<file path="src/hw/rtl/tcbs_pkg.sv">
// Package for turbo code block segmentation: constants, types, size table functions.
`default_nettype none

package tcbs_pkg;

    // Segmentation constants
    localparam int CRC_BITS      = 24;
    localparam int MAX_BLOCK_LEN = 6144;
    localparam int SEG_LEN       = MAX_BLOCK_LEN - CRC_BITS;
    localparam int TABLE_ENTRIES = 188;

    // Field and datapath widths
    localparam int TBS_W   = 20;
    localparam int CNT_W   = 8;
    localparam int SIZE_W  = 13;
    localparam int IDX_W   = 8;
    localparam int FILL_W  = 6;
    localparam int NUM_W   = 21;   // B, B' and C*K+ fit in 21 bits
    localparam int STEP_W  = 4;    // divider step count, up to SIZE_W
    localparam int SHAMT_W = 5;    // shift amount over NUM_W

    // Interleaver size table regions: step 8, 16, 32, 64
    localparam int REG16_START = 60;
    localparam int REG32_START = 92;
    localparam int REG64_START = 124;
    localparam int REG16_BASE  = 528;
    localparam int REG32_BASE  = 1056;
    localparam int REG64_BASE  = 2112;
    localparam int REG8_BASE   = 40;

    // Sequencer states
    typedef enum logic [3:0] {
        ST_IDLE,
        ST_PREP,
        ST_DIV_C,
        ST_BP,
        ST_DIV_K,
        ST_SEARCH,
        ST_MULT,
        ST_DIFF,
        ST_DONE
    } state_t;

    // Divider control and status
    typedef struct packed {
        logic              start;
        logic [STEP_W-1:0] steps;
    } div_ctrl_t;

    typedef struct packed {
        logic busy;
        logic done;
    } div_stat_t;

    // Interleaver size K for a table index (piecewise linear table)
    function automatic logic [SIZE_W-1:0] tbl_size(input logic [IDX_W-1:0] idx);
        int unsigned i;
        int unsigned sz;
        i = int'(idx);
        if (i < REG16_START) begin
            sz = REG8_BASE + 8 * i;
        end
        else if (i < REG32_START) begin
            sz = REG16_BASE + 16 * (i - REG16_START);
        end
        else if (i < REG64_START) begin
            sz = REG32_BASE + 32 * (i - REG32_START);
        end
        else begin
            sz = REG64_BASE + 64 * (i - REG64_START);
        end
        return SIZE_W'(sz);
    endfunction

    // log2 of the gap between entry idx and entry idx-1
    function automatic logic [2:0] tbl_shift(input logic [IDX_W-1:0] idx);
        logic [2:0] sh;
        if (idx < IDX_W'(REG16_START)) begin
            sh = 3'd3;
        end
        else if (idx < IDX_W'(REG32_START)) begin
            sh = 3'd4;
        end
        else if (idx < IDX_W'(REG64_START)) begin
            sh = 3'd5;
        end
        else begin
            sh = 3'd6;
        end
        return sh;
    endfunction

endpackage

`default_nettype wire

</file>
<file path="src/hw/rtl/tcbs_in_if.sv">
// Input channel: one transport block size word with valid/ready.
`default_nettype none

interface tcbs_in_if;
    logic                          valid;
    logic                          ready;
    logic [tcbs_pkg::TBS_W-1:0]    block_size;

    modport source (output valid, output block_size, input ready);
    modport sink   (input valid, input block_size, output ready);
endinterface

`default_nettype wire

</file>
<file path="src/hw/rtl/tcbs_out_if.sv">
// Output channel: one segmentation result word with valid/ready.
`default_nettype none

interface tcbs_out_if;
    logic                          valid;
    logic                          ready;
    logic [tcbs_pkg::CNT_W-1:0]    num_blocks;
    logic [tcbs_pkg::CNT_W-1:0]    num_large;
    logic [tcbs_pkg::CNT_W-1:0]    num_small;
    logic [tcbs_pkg::SIZE_W-1:0]   size_large;
    logic [tcbs_pkg::SIZE_W-1:0]   size_small;
    logic [tcbs_pkg::IDX_W-1:0]    index_large;
    logic [tcbs_pkg::IDX_W-1:0]    index_small;
    logic [tcbs_pkg::FILL_W-1:0]   filler_bits;

    modport source (
        output valid, output num_blocks, output num_large, output num_small,
        output size_large, output size_small, output index_large,
        output index_small, output filler_bits, input ready
    );
    modport sink (
        input valid, input num_blocks, input num_large, input num_small,
        input size_large, input size_small, input index_large,
        input index_small, input filler_bits, output ready
    );
endinterface

`default_nettype wire

</file>
<file path="src/hw/rtl/tcbs_div.sv">
// Shared restoring divider, one quotient bit per cycle, step count set at start.
`default_nettype none

module tcbs_div (
    input  wire logic                            clk,
    input  wire logic                            rst_n,
    input  wire tcbs_pkg::div_ctrl_t             ctrl,
    input  wire logic [tcbs_pkg::NUM_W-1:0]      dividend,
    input  wire logic [tcbs_pkg::SIZE_W-1:0]     divisor,
    output tcbs_pkg::div_stat_t                  stat,
    output logic [tcbs_pkg::SIZE_W-1:0]          quotient
);

    logic                              busy_reg;
    logic                              done_reg;
    logic [tcbs_pkg::STEP_W-1:0]       cnt_reg;
    logic [tcbs_pkg::SIZE_W-1:0]       rem_reg;
    logic [tcbs_pkg::SIZE_W-1:0]       rem_next;
    logic [tcbs_pkg::NUM_W-1:0]        num_reg;
    logic [tcbs_pkg::SIZE_W-1:0]       quo_reg;
    logic [tcbs_pkg::SIZE_W-1:0]       dsr_reg;
    logic [tcbs_pkg::SIZE_W:0]         trial;
    logic                              fits;
    logic [tcbs_pkg::SHAMT_W-1:0]      lead_shift;

    // Trial subtract: bring in the next dividend bit
    always_comb
    begin
        trial    = {rem_reg, num_reg[tcbs_pkg::NUM_W-1]};
        fits     = (trial >= {1'b0, dsr_reg});
        rem_next = fits ? tcbs_pkg::SIZE_W'(trial - {1'b0, dsr_reg})
                        : trial[tcbs_pkg::SIZE_W-1:0];
        lead_shift = tcbs_pkg::SHAMT_W'(tcbs_pkg::NUM_W) - tcbs_pkg::SHAMT_W'(ctrl.steps);
    end

    // Control: busy flag, step counter, done pulse
    always_ff @(posedge clk or negedge rst_n)
    begin
        if (!rst_n) begin
            busy_reg <= 1'b0;
            done_reg <= 1'b0;
            cnt_reg  <= '0;
        end
        else begin
            done_reg <= 1'b0;
            if (ctrl.start) begin
                busy_reg <= 1'b1;
                cnt_reg  <= ctrl.steps;
            end
            else if (busy_reg) begin
                cnt_reg <= cnt_reg - 1'b1;
                if (cnt_reg == tcbs_pkg::STEP_W'(1)) begin
                    busy_reg <= 1'b0;
                    done_reg <= 1'b1;
                end
            end
        end
    end

    // Datapath: the top bits of the dividend are below the divisor, so they seed the remainder
    always_ff @(posedge clk)
    begin
        if (ctrl.start) begin
            rem_reg <= tcbs_pkg::SIZE_W'(dividend >> ctrl.steps);
            num_reg <= dividend << lead_shift;
            quo_reg <= '0;
            dsr_reg <= divisor;
        end
        else if (busy_reg) begin
            rem_reg <= rem_next;
            num_reg <= {num_reg[tcbs_pkg::NUM_W-2:0], 1'b0};
            quo_reg <= {quo_reg[tcbs_pkg::SIZE_W-2:0], fits};
        end
    end

    assign stat.busy = busy_reg;
    assign stat.done = done_reg;
    assign quotient  = quo_reg;

    // Checks
    a_no_restart: assert property (@(posedge clk) disable iff (!rst_n)
        ctrl.start |-> !busy_reg)
        else $error("divider started while busy");
    a_done_idle: assert property (@(posedge clk) disable iff (!rst_n)
        done_reg |-> !busy_reg)
        else $error("divider done while still busy");
    a_last_step: assert property (@(posedge clk) disable iff (!rst_n)
        busy_reg && !ctrl.start && cnt_reg == tcbs_pkg::STEP_W'(1) |=> done_reg)
        else $error("divider missed done after last step");

endmodule

`default_nettype wire

</file>
<file path="src/hw/rtl/turbo_code_block_segmentation.sv">
// Sequencer: size zero goes straight to the result; a single code block skips the divisions.
// Several blocks use the shared divider: 8 steps for C, 13 steps for ceil(B'/C),
// and every nonzero size then runs an 8-step binary search of the interleaver size table.
// One word is in work at a time; the next word is taken once the sequencer is idle,
// even while the previous result still waits.
// Reset clears the sequencer and the output valid flag; no memory needs clearing.
`default_nettype none

module turbo_code_block_segmentation (
    input  wire logic  clk,
    input  wire logic  rst_n,
    tcbs_in_if.sink    tbs,
    tcbs_out_if.source seg
);

    tcbs_pkg::state_t                   state_reg;
    tcbs_pkg::state_t                   state_next;

    logic [tcbs_pkg::NUM_W-1:0]         b_reg;
    logic                               zero_reg;
    logic [tcbs_pkg::CNT_W-1:0]         c_reg;
    logic [tcbs_pkg::NUM_W-1:0]         bp_reg;
    logic [tcbs_pkg::NUM_W-1:0]         bp_next;
    logic [tcbs_pkg::SIZE_W-1:0]        need_reg;
    logic [tcbs_pkg::IDX_W-1:0]         pos_reg;
    logic [2:0]                         bit_reg;
    logic [tcbs_pkg::IDX_W-1:0]         i1_reg;
    logic [tcbs_pkg::SIZE_W-1:0]        k1_reg;
    logic [tcbs_pkg::NUM_W-1:0]         prod_reg;
    logic [tcbs_pkg::NUM_W-1:0]         diff_reg;
    logic                               out_valid_reg;

    logic [tcbs_pkg::CNT_W-1:0]         num_blocks_reg;
    logic [tcbs_pkg::CNT_W-1:0]         num_large_reg;
    logic [tcbs_pkg::CNT_W-1:0]         num_small_reg;
    logic [tcbs_pkg::SIZE_W-1:0]        size_large_reg;
    logic [tcbs_pkg::SIZE_W-1:0]        size_small_reg;
    logic [tcbs_pkg::IDX_W-1:0]         index_large_reg;
    logic [tcbs_pkg::IDX_W-1:0]         index_small_reg;
    logic [tcbs_pkg::FILL_W-1:0]        filler_bits_reg;

    tcbs_pkg::div_ctrl_t                div_ctrl;
    tcbs_pkg::div_stat_t                div_stat;
    logic [tcbs_pkg::NUM_W-1:0]         div_dividend;
    logic [tcbs_pkg::SIZE_W-1:0]        div_divisor;
    logic [tcbs_pkg::SIZE_W-1:0]        div_q;

    logic                               single;
    logic                               accept;
    logic                               load_out;
    logic [tcbs_pkg::IDX_W-1:0]         probe;
    logic                               probe_hit;
    logic [tcbs_pkg::IDX_W-1:0]         i1_sel;
    logic                               multi;
    logic [2:0]                         gap_sh;
    logic [tcbs_pkg::IDX_W-1:0]         i2_val;
    logic [tcbs_pkg::CNT_W-1:0]         c2_val;
    logic [tcbs_pkg::NUM_W-1:0]         gap_mask;

    // Shared divider
    tcbs_div u_div (
        .clk      (clk),
        .rst_n    (rst_n),
        .ctrl     (div_ctrl),
        .dividend (div_dividend),
        .divisor  (div_divisor),
        .stat     (div_stat),
        .quotient (div_q)
    );

    assign accept = tbs.valid && tbs.ready;
    assign single = (b_reg <= tcbs_pkg::NUM_W'(tcbs_pkg::MAX_BLOCK_LEN));

    // B' = B + 24*C once C is known
    assign bp_next = b_reg + tcbs_pkg::NUM_W'(c_reg) * tcbs_pkg::NUM_W'(tcbs_pkg::CRC_BITS);

    // Table search probe: count of entries below the needed size, built MSB first
    always_comb
    begin
        probe     = pos_reg + (tcbs_pkg::IDX_W'(1) << bit_reg);
        probe_hit = (probe <= tcbs_pkg::IDX_W'(tcbs_pkg::TABLE_ENTRIES))
                    && (tcbs_pkg::tbl_size(probe - 1'b1) < need_reg);
        i1_sel    = (pos_reg == tcbs_pkg::IDX_W'(tcbs_pkg::TABLE_ENTRIES))
                    ? tcbs_pkg::IDX_W'(tcbs_pkg::TABLE_ENTRIES - 1) : pos_reg;
    end

    // Final split: K+ - K- is a power of two, so C- and F come from shift and mask
    always_comb
    begin
        multi    = (c_reg != tcbs_pkg::CNT_W'(1)) && (i1_reg != '0);
        gap_sh   = tcbs_pkg::tbl_shift(i1_reg);
        gap_mask = (tcbs_pkg::NUM_W'(1) << gap_sh) - 1'b1;
        i2_val   = multi ? i1_reg - 1'b1 : '0;
        c2_val   = multi ? tcbs_pkg::CNT_W'(diff_reg >> gap_sh) : '0;
    end

    // Next state
    always_comb
    begin
        state_next = state_reg;
        unique case (state_reg)
            tcbs_pkg::ST_IDLE:
            begin
                if (accept) begin
                    state_next = tcbs_pkg::ST_PREP;
                end
            end
            tcbs_pkg::ST_PREP:
            begin
                if (zero_reg) begin
                    state_next = tcbs_pkg::ST_DONE;
                end
                else if (single) begin
                    state_next = tcbs_pkg::ST_SEARCH;
                end
                else begin
                    state_next = tcbs_pkg::ST_DIV_C;
                end
            end
            tcbs_pkg::ST_DIV_C:
            begin
                if (div_stat.done) begin
                    state_next = tcbs_pkg::ST_BP;
                end
            end
            tcbs_pkg::ST_BP:
            begin
                state_next = tcbs_pkg::ST_DIV_K;
            end
            tcbs_pkg::ST_DIV_K:
            begin
                if (div_stat.done) begin
                    state_next = tcbs_pkg::ST_SEARCH;
                end
            end
            tcbs_pkg::ST_SEARCH:
            begin
                if (bit_reg == '0) begin
                    state_next = tcbs_pkg::ST_MULT;
                end
            end
            tcbs_pkg::ST_MULT:
            begin
                state_next = tcbs_pkg::ST_DIFF;
            end
            tcbs_pkg::ST_DIFF:
            begin
                state_next = tcbs_pkg::ST_DONE;
            end
            tcbs_pkg::ST_DONE:
            begin
                if (!out_valid_reg || seg.ready) begin
                    state_next = tcbs_pkg::ST_IDLE;
                end
            end
            default:
            begin
                state_next = tcbs_pkg::ST_IDLE;
            end
        endcase
    end

    // Sequencer outputs: input ready, divider commands, output load
    always_comb
    begin
        tbs.ready      = 1'b0;
        load_out       = 1'b0;
        div_ctrl.start = 1'b0;
        div_ctrl.steps = tcbs_pkg::STEP_W'(tcbs_pkg::CNT_W);
        div_dividend   = b_reg + tcbs_pkg::NUM_W'(tcbs_pkg::SEG_LEN - 1);
        div_divisor    = tcbs_pkg::SIZE_W'(tcbs_pkg::SEG_LEN);
        unique case (state_reg)
            tcbs_pkg::ST_IDLE:
            begin
                tbs.ready = 1'b1;
            end
            tcbs_pkg::ST_PREP:
            begin
                // C = ceil(B / 6120), quotient fits in 8 bits
                div_ctrl.start = !zero_reg && !single;
            end
            tcbs_pkg::ST_BP:
            begin
                // ceil(B'/C) - 1 = (B' - 1) / C, quotient fits in 13 bits
                div_ctrl.start = 1'b1;
                div_ctrl.steps = tcbs_pkg::STEP_W'(tcbs_pkg::SIZE_W);
                div_dividend   = bp_next - 1'b1;
                div_divisor    = tcbs_pkg::SIZE_W'(c_reg);
            end
            tcbs_pkg::ST_DONE:
            begin
                load_out = !out_valid_reg || seg.ready;
            end
            default:
            begin
            end
        endcase
    end

    // Control registers
    always_ff @(posedge clk or negedge rst_n)
    begin
        if (!rst_n) begin
            state_reg     <= tcbs_pkg::ST_IDLE;
            out_valid_reg <= 1'b0;
        end
        else begin
            state_reg <= state_next;
            if (load_out) begin
                out_valid_reg <= 1'b1;
            end
            else if (seg.ready) begin
                out_valid_reg <= 1'b0;
            end
        end
    end

    // Working registers
    always_ff @(posedge clk)
    begin
        unique case (state_reg)
            tcbs_pkg::ST_IDLE:
            begin
                if (accept) begin
                    b_reg    <= tcbs_pkg::NUM_W'(tbs.block_size)
                                + tcbs_pkg::NUM_W'(tcbs_pkg::CRC_BITS);
                    zero_reg <= (tbs.block_size == '0);
                end
            end
            tcbs_pkg::ST_PREP:
            begin
                c_reg    <= tcbs_pkg::CNT_W'(1);
                bp_reg   <= b_reg;
                need_reg <= b_reg[tcbs_pkg::SIZE_W-1:0];
                pos_reg  <= '0;
                bit_reg  <= '1;
            end
            tcbs_pkg::ST_DIV_C:
            begin
                if (div_stat.done) begin
                    c_reg <= div_q[tcbs_pkg::CNT_W-1:0];
                end
            end
            tcbs_pkg::ST_BP:
            begin
                bp_reg <= bp_next;
            end
            tcbs_pkg::ST_DIV_K:
            begin
                if (div_stat.done) begin
                    need_reg <= div_q + 1'b1;
                    pos_reg  <= '0;
                    bit_reg  <= '1;
                end
            end
            tcbs_pkg::ST_SEARCH:
            begin
                if (probe_hit) begin
                    pos_reg <= probe;
                end
                bit_reg <= bit_reg - 1'b1;
            end
            tcbs_pkg::ST_MULT:
            begin
                i1_reg   <= i1_sel;
                k1_reg   <= tcbs_pkg::tbl_size(i1_sel);
                prod_reg <= tcbs_pkg::NUM_W'(c_reg)
                            * tcbs_pkg::NUM_W'(tcbs_pkg::tbl_size(i1_sel));
            end
            tcbs_pkg::ST_DIFF:
            begin
                diff_reg <= prod_reg - bp_reg;
            end
            default:
            begin
            end
        endcase
    end

    // Output register
    always_ff @(posedge clk)
    begin
        if (load_out) begin
            if (zero_reg) begin
                num_blocks_reg  <= '0;
                num_large_reg   <= '0;
                num_small_reg   <= '0;
                size_large_reg  <= '0;
                size_small_reg  <= '0;
                index_large_reg <= '0;
                index_small_reg <= '0;
                filler_bits_reg <= '0;
            end
            else begin
                num_blocks_reg  <= c_reg;
                num_large_reg   <= c_reg - c2_val;
                num_small_reg   <= c2_val;
                size_large_reg  <= k1_reg;
                size_small_reg  <= multi ? tcbs_pkg::tbl_size(i2_val) : '0;
                index_large_reg <= i1_reg;
                index_small_reg <= i2_val;
                filler_bits_reg <= multi ? tcbs_pkg::FILL_W'(diff_reg & gap_mask)
                                         : diff_reg[tcbs_pkg::FILL_W-1:0];
            end
        end
    end

    assign seg.valid       = out_valid_reg;
    assign seg.num_blocks  = num_blocks_reg;
    assign seg.num_large   = num_large_reg;
    assign seg.num_small   = num_small_reg;
    assign seg.size_large  = size_large_reg;
    assign seg.size_small  = size_small_reg;
    assign seg.index_large = index_large_reg;
    assign seg.index_small = index_small_reg;
    assign seg.filler_bits = filler_bits_reg;

    // Checks
    a_ready_div_idle: assert property (@(posedge clk) disable iff (!rst_n)
        tbs.ready |-> !div_stat.busy)
        else $error("input ready while divider busy");
    a_one_at_a_time: assert property (@(posedge clk) disable iff (!rst_n)
        accept |=> !tbs.ready)
        else $error("second word taken while one is in work");
    a_done_in_wait: assert property (@(posedge clk) disable iff (!rst_n)
        div_stat.done |-> (state_reg == tcbs_pkg::ST_DIV_C || state_reg == tcbs_pkg::ST_DIV_K))
        else $error("divider result outside a wait state");
    a_count_split: assert property (@(posedge clk) disable iff (!rst_n)
        seg.valid |-> tcbs_pkg::CNT_W'(seg.num_large + seg.num_small) == seg.num_blocks)
        else $error("block counts do not add up");
    a_zero_result: assert property (@(posedge clk) disable iff (!rst_n)
        seg.valid && seg.num_blocks == '0 |-> seg.size_large == '0 && seg.filler_bits == '0)
        else $error("zero block count with nonzero size");

endmodule

`default_nettype wire
</file>
<file path="src/flat_wrapper.sv">
// flat-port wrapper written by rule: the top's interface ports become plain ports
module turbo_code_block_segmentation_flat 
  (clk, rst_n, tbs_valid, tbs_block_size, tbs_ready, seg_valid, seg_num_blocks, seg_num_large, seg_num_small, seg_size_large, seg_size_small, seg_index_large, seg_index_small, seg_filler_bits, seg_ready);
  tcbs_in_if tbs_i ();
  tcbs_out_if seg_i ();
  input  wire logic clk;
  input  wire logic rst_n;
  input wire logic [$bits(tbs_i.valid)-1:0] tbs_valid;
  input wire logic [$bits(tbs_i.block_size)-1:0] tbs_block_size;
  output wire logic [$bits(tbs_i.ready)-1:0] tbs_ready;
  output wire logic [$bits(seg_i.valid)-1:0] seg_valid;
  output wire logic [$bits(seg_i.num_blocks)-1:0] seg_num_blocks;
  output wire logic [$bits(seg_i.num_large)-1:0] seg_num_large;
  output wire logic [$bits(seg_i.num_small)-1:0] seg_num_small;
  output wire logic [$bits(seg_i.size_large)-1:0] seg_size_large;
  output wire logic [$bits(seg_i.size_small)-1:0] seg_size_small;
  output wire logic [$bits(seg_i.index_large)-1:0] seg_index_large;
  output wire logic [$bits(seg_i.index_small)-1:0] seg_index_small;
  output wire logic [$bits(seg_i.filler_bits)-1:0] seg_filler_bits;
  input wire logic [$bits(seg_i.ready)-1:0] seg_ready;
  assign tbs_i.valid = tbs_valid;
  assign tbs_i.block_size = tbs_block_size;
  assign tbs_ready = tbs_i.ready;
  assign seg_valid = seg_i.valid;
  assign seg_num_blocks = seg_i.num_blocks;
  assign seg_num_large = seg_i.num_large;
  assign seg_num_small = seg_i.num_small;
  assign seg_size_large = seg_i.size_large;
  assign seg_size_small = seg_i.size_small;
  assign seg_index_large = seg_i.index_large;
  assign seg_index_small = seg_i.index_small;
  assign seg_filler_bits = seg_i.filler_bits;
  assign seg_i.ready = seg_ready;
  turbo_code_block_segmentation u_core (.clk(clk), .rst_n(rst_n), .tbs(tbs_i), .seg(seg_i));
endmodule
</file>
<file path="config.mk">
export PLATFORM = sky130hd
export DESIGN_NAME = turbo_code_block_segmentation_flat
export DESIGN_NICKNAME = d
export VERILOG_FILES = /design/src/hw/rtl/tcbs_pkg.sv /design/src/hw/rtl/tcbs_in_if.sv /design/src/hw/rtl/tcbs_out_if.sv /design/src/hw/rtl/tcbs_div.sv /design/src/hw/rtl/turbo_code_block_segmentation.sv /design/src/flat_wrapper.sv
export SDC_FILE = /design/constraint.sdc
export NUM_CORES = 1
export LEC_CHECK = 0
export BUFFER_PORTS_ARGS = -buffer_cell sky130_fd_sc_hd__buf_2
export CAP_MARGIN = 20
export CORE_MARGIN = 3
export CORE_UTILIZATION = 28
export DETAILED_ROUTE_END_ITERATION = 10
export HOLD_SLACK_MARGIN = 0.02
export SLEW_MARGIN = 20
export SYNTH_ARGS = -nofsm -noshare
export SYNTH_HDL_FRONTEND = slang
export SYNTH_SLANG_ARGS = --single-unit
</file>
<file path="constraint.sdc">
create_clock -name clk -period 17.7 [get_ports clk]
set_clock_uncertainty 0.2 [all_clocks]
set_input_delay 1.77 -clock clk [delete_from_list [all_inputs] [get_ports clk]]
set_output_delay 1.77 -clock clk [all_outputs]
set_load 0.01 [all_outputs]
</file>
==> flow_summary.ini <==
[synth]
synth_edf_count = 215
syn_area_um2 = 17600
ys.flop_type = edfxtp_1
ys_warn_count = 0
synthArstFlopShare_pct = 4.60
ys_ff_latch = 239
seq_area_frac_synth_pct = 39.7
avgSynthCellArea_um2 = 9.65
synthCells = 1826
synth_cell_types = 99

[drt]
drt-total-wl_mm = 44.9
drc = 0
antenna_left = 0
dr.pass1.iters = 5
num_vias = 13400
avgRoutedWirePerCell_um = 16.4
vias_per_cell = 4.89
drt_iter0_drc = 820

[timing]
setup_violations = 0
worst_slew_pin_slew_ns = 0.978
min_period_over_period_pct = 45.5
tns_ns = 0
slew_viol_final = 0
clock.fmax_ghz = 0.124
period_needed_ns = 8.05
finalHoldViolations = 0
rsz0062_at_grt = false
max-slew-margin-rel_pct = 34.8

[worst_setup_path]
crit_path_end_kind = flop
slowest_stage = a21oi_1
criticalPathCategory = flop to flop
worst-endpoint-arrival_ns = 8.15
required_ns = 17.80
r2r_end = u_core.prod_reg[14]
ff2ff_path_depth = 28
r2r_start = u_core.pos_reg[0]
startpoint_type = flop
r2r_setup_slack_ns = 9.65
crit_fanout = 11
slowest_delay_ns = 0.76

[floorplan]
io_pins = 98
die_x_um = 257
fp.dieH_um = 257
start_util_pct = 28.4
dieArea_um2 = 66000
rows = 91
core_area_um2 = 61900

[global_route]
grt_pass1_wl_mm = 71.8
grt.overflow.total = 0
grt_pass1_vias = 13300
grt_max_degree = 67
antenna_found_initial = 5
grtUsageTotal_pct = 13.2

[hold_path]
min_to = u_core.u_div.quotient[12]
min_from = u_core.u_div.quotient[12]
hp-class = flop to flop
hold_depth = 2

[clock_network]
ctsResizeCount = 0
cts_setup_buffers = 0
clock-sinks = 239
cts_tree = yes
htreeDepth = 1
numCtsBuffers = 27
clkTransAtPathRegs_ns = 0.06
cts_hold_buf = 0
clock_latency_ns = 0.55
cts_root_buf = clkbuf_16
clockBufferDepth = 3

[cells_and_area]
final_common_cell = edfxtp_1
largest_reg_flops = 21
final_cell_mix = 215 x edfxtp_1, 183 x nor2_1, 168 x nand2_1
syn_to_final_growth_pct = 12.5
drive_gt1_share_pct = 10.9
final_net_count = 2064
fill_cells = 6350

[placement]
portBuffers = 91
dp_hpwl_mm = 34.1
gp_congestion = 0.872

[run]
max_cap_violations = 0

[run_status]
status = completed
## layer usage
| layer | GRT usage (%) | part of all wire [%] |
|---|---|---|
| met3 | 2.43 | 5.8 |
| met1 | 17.3 | 45 |
| met2 | 22.3 | 46 |
| met4 | 3.80 | 2.6 |
| met5 | 0 | 0.091 |
## critical path: cells and delay by family (launching register included)
kind                       cells  cell delay, ns
AOI/OAI and AO/OA              9            2.20
and+or+nand+nor                5            0.82
xor gates and xnor gates       4            0.90
adders and majority gates      7            2.90
DFF                            1            0.50
buffers and inverters          3            0.29
## cell usage after synthesis, types with 7 or more instances
library cell / instances / area share (%)
buf_4: 7 / 0.30
mux2_2: 8 / 0.51
fa_1: 40 / 4.5
xor2_1: 50 / 2.5
buf_2: 11 / 0.31
a211oi_1: 21 / 0.89
inv_1: 136 / 2.9
and3_1: 19 / 0.67
o21bai_1: 8 / 0.34
nand2_1: 168 / 3.6
edfxtp_1: 215 / 37
o21a_1: 9 / 0.38
a21oi_1: 104 / 3.0
dfrtp_1: 11 / 1.6
o22ai_1: 7 / 0.25
o21ai_0: 76 / 2.2
xnor2_1: 117 / 5.8
o211ai_1: 14 / 0.60
ha_1: 117 / 8.3
clkbuf_1: 59 / 1.3
nand2b_1: 23 / 0.82
nor2b_1: 40 / 1.4
o32ai_1: 7 / 0.35
mux2i_1: 38 / 2.2
nand3_1: 36 / 1.0
or2_2: 7 / 0.25
nor4_1: 11 / 0.39
dfxtp_1: 13 / 1.5
and2_1: 31 / 1.1
a31oi_1: 10 / 0.36
nor3_1: 50 / 1.4
or3_1: 12 / 0.43
nor2_1: 186 / 4.0
nand4_1: 16 / 0.57
a21o_1: 24 / 1.0
## final cells by class
type,count,area (um^2),share of cell area (%)
Multi-Input combinational cell,1372,9790,49.4
Sequential cell,239,6990,35.3
Tap cell,837,1050,5.28
Clock buffer,30,697,3.51
Timing Repair Buffer,103,546,2.75
Inverter,140,528,2.66
Clock inverter,19,219,1.10
Antenna cell,3,7.51,0.0379
## worst max path at each step
stage | startpoint | endpoint | depth (start not counted)
CTS | u_core.pos_reg[0] | u_core.prod_reg[14] | 28
detailed placement | u_core.pos_reg[0] | u_core.prod_reg[14] | 28
global placement | u_core.pos_reg[0] | u_core.prod_reg[14] | 30
global route | u_core.pos_reg[0] | u_core.prod_reg[14] | 27
floorplan | u_core.pos_reg[0] | u_core.prod_reg[14] | 28
finish | u_core.pos_reg[0] | u_core.prod_reg[14] | 28
## per-stage QoR
| stage | cells | util (%) | setup WS, ns | instance area [um^2] | hold WS (ns) |
|---|---|---|---|---|---|
| 3_3_place_gp | 2691 | 30.5 | 9.91 | 18900 | 0.300 |
| 2_1_floorplan | 1831 | - | 10.72 | 17600 | 0.275 |
| 4_1_cts | 2740 | 32.0 | 9.75 | 19800 | 0.328 |
| 5_1_grt | 2740 | 32.0 | 9.25 | 19800 | 0.348 |
| 3_5_place_dp | 2691 | 30.5 | 9.77 | 18900 | 0.313 |
| 6_report | 2743 | 32.0 | 9.65 | 19800 | 0.328 |
## kinds of logic after synthesis
kind of cell	count (synthesis)	share of synthesized area, %
muxes	51	3.20
buffers and inverters	220	5.06
adders and majority gates	157	12.9
other	1	0.0213
DFF	239	39.7
xor gates and xnor gates	170	8.61
AOI/OAI and AO/OA	352	13.1
and+or+nand+nor	636	17.5
Power is not shown: default switching activity piles up to over one toggle a cycle in this logic, so the estimate is an artifact.
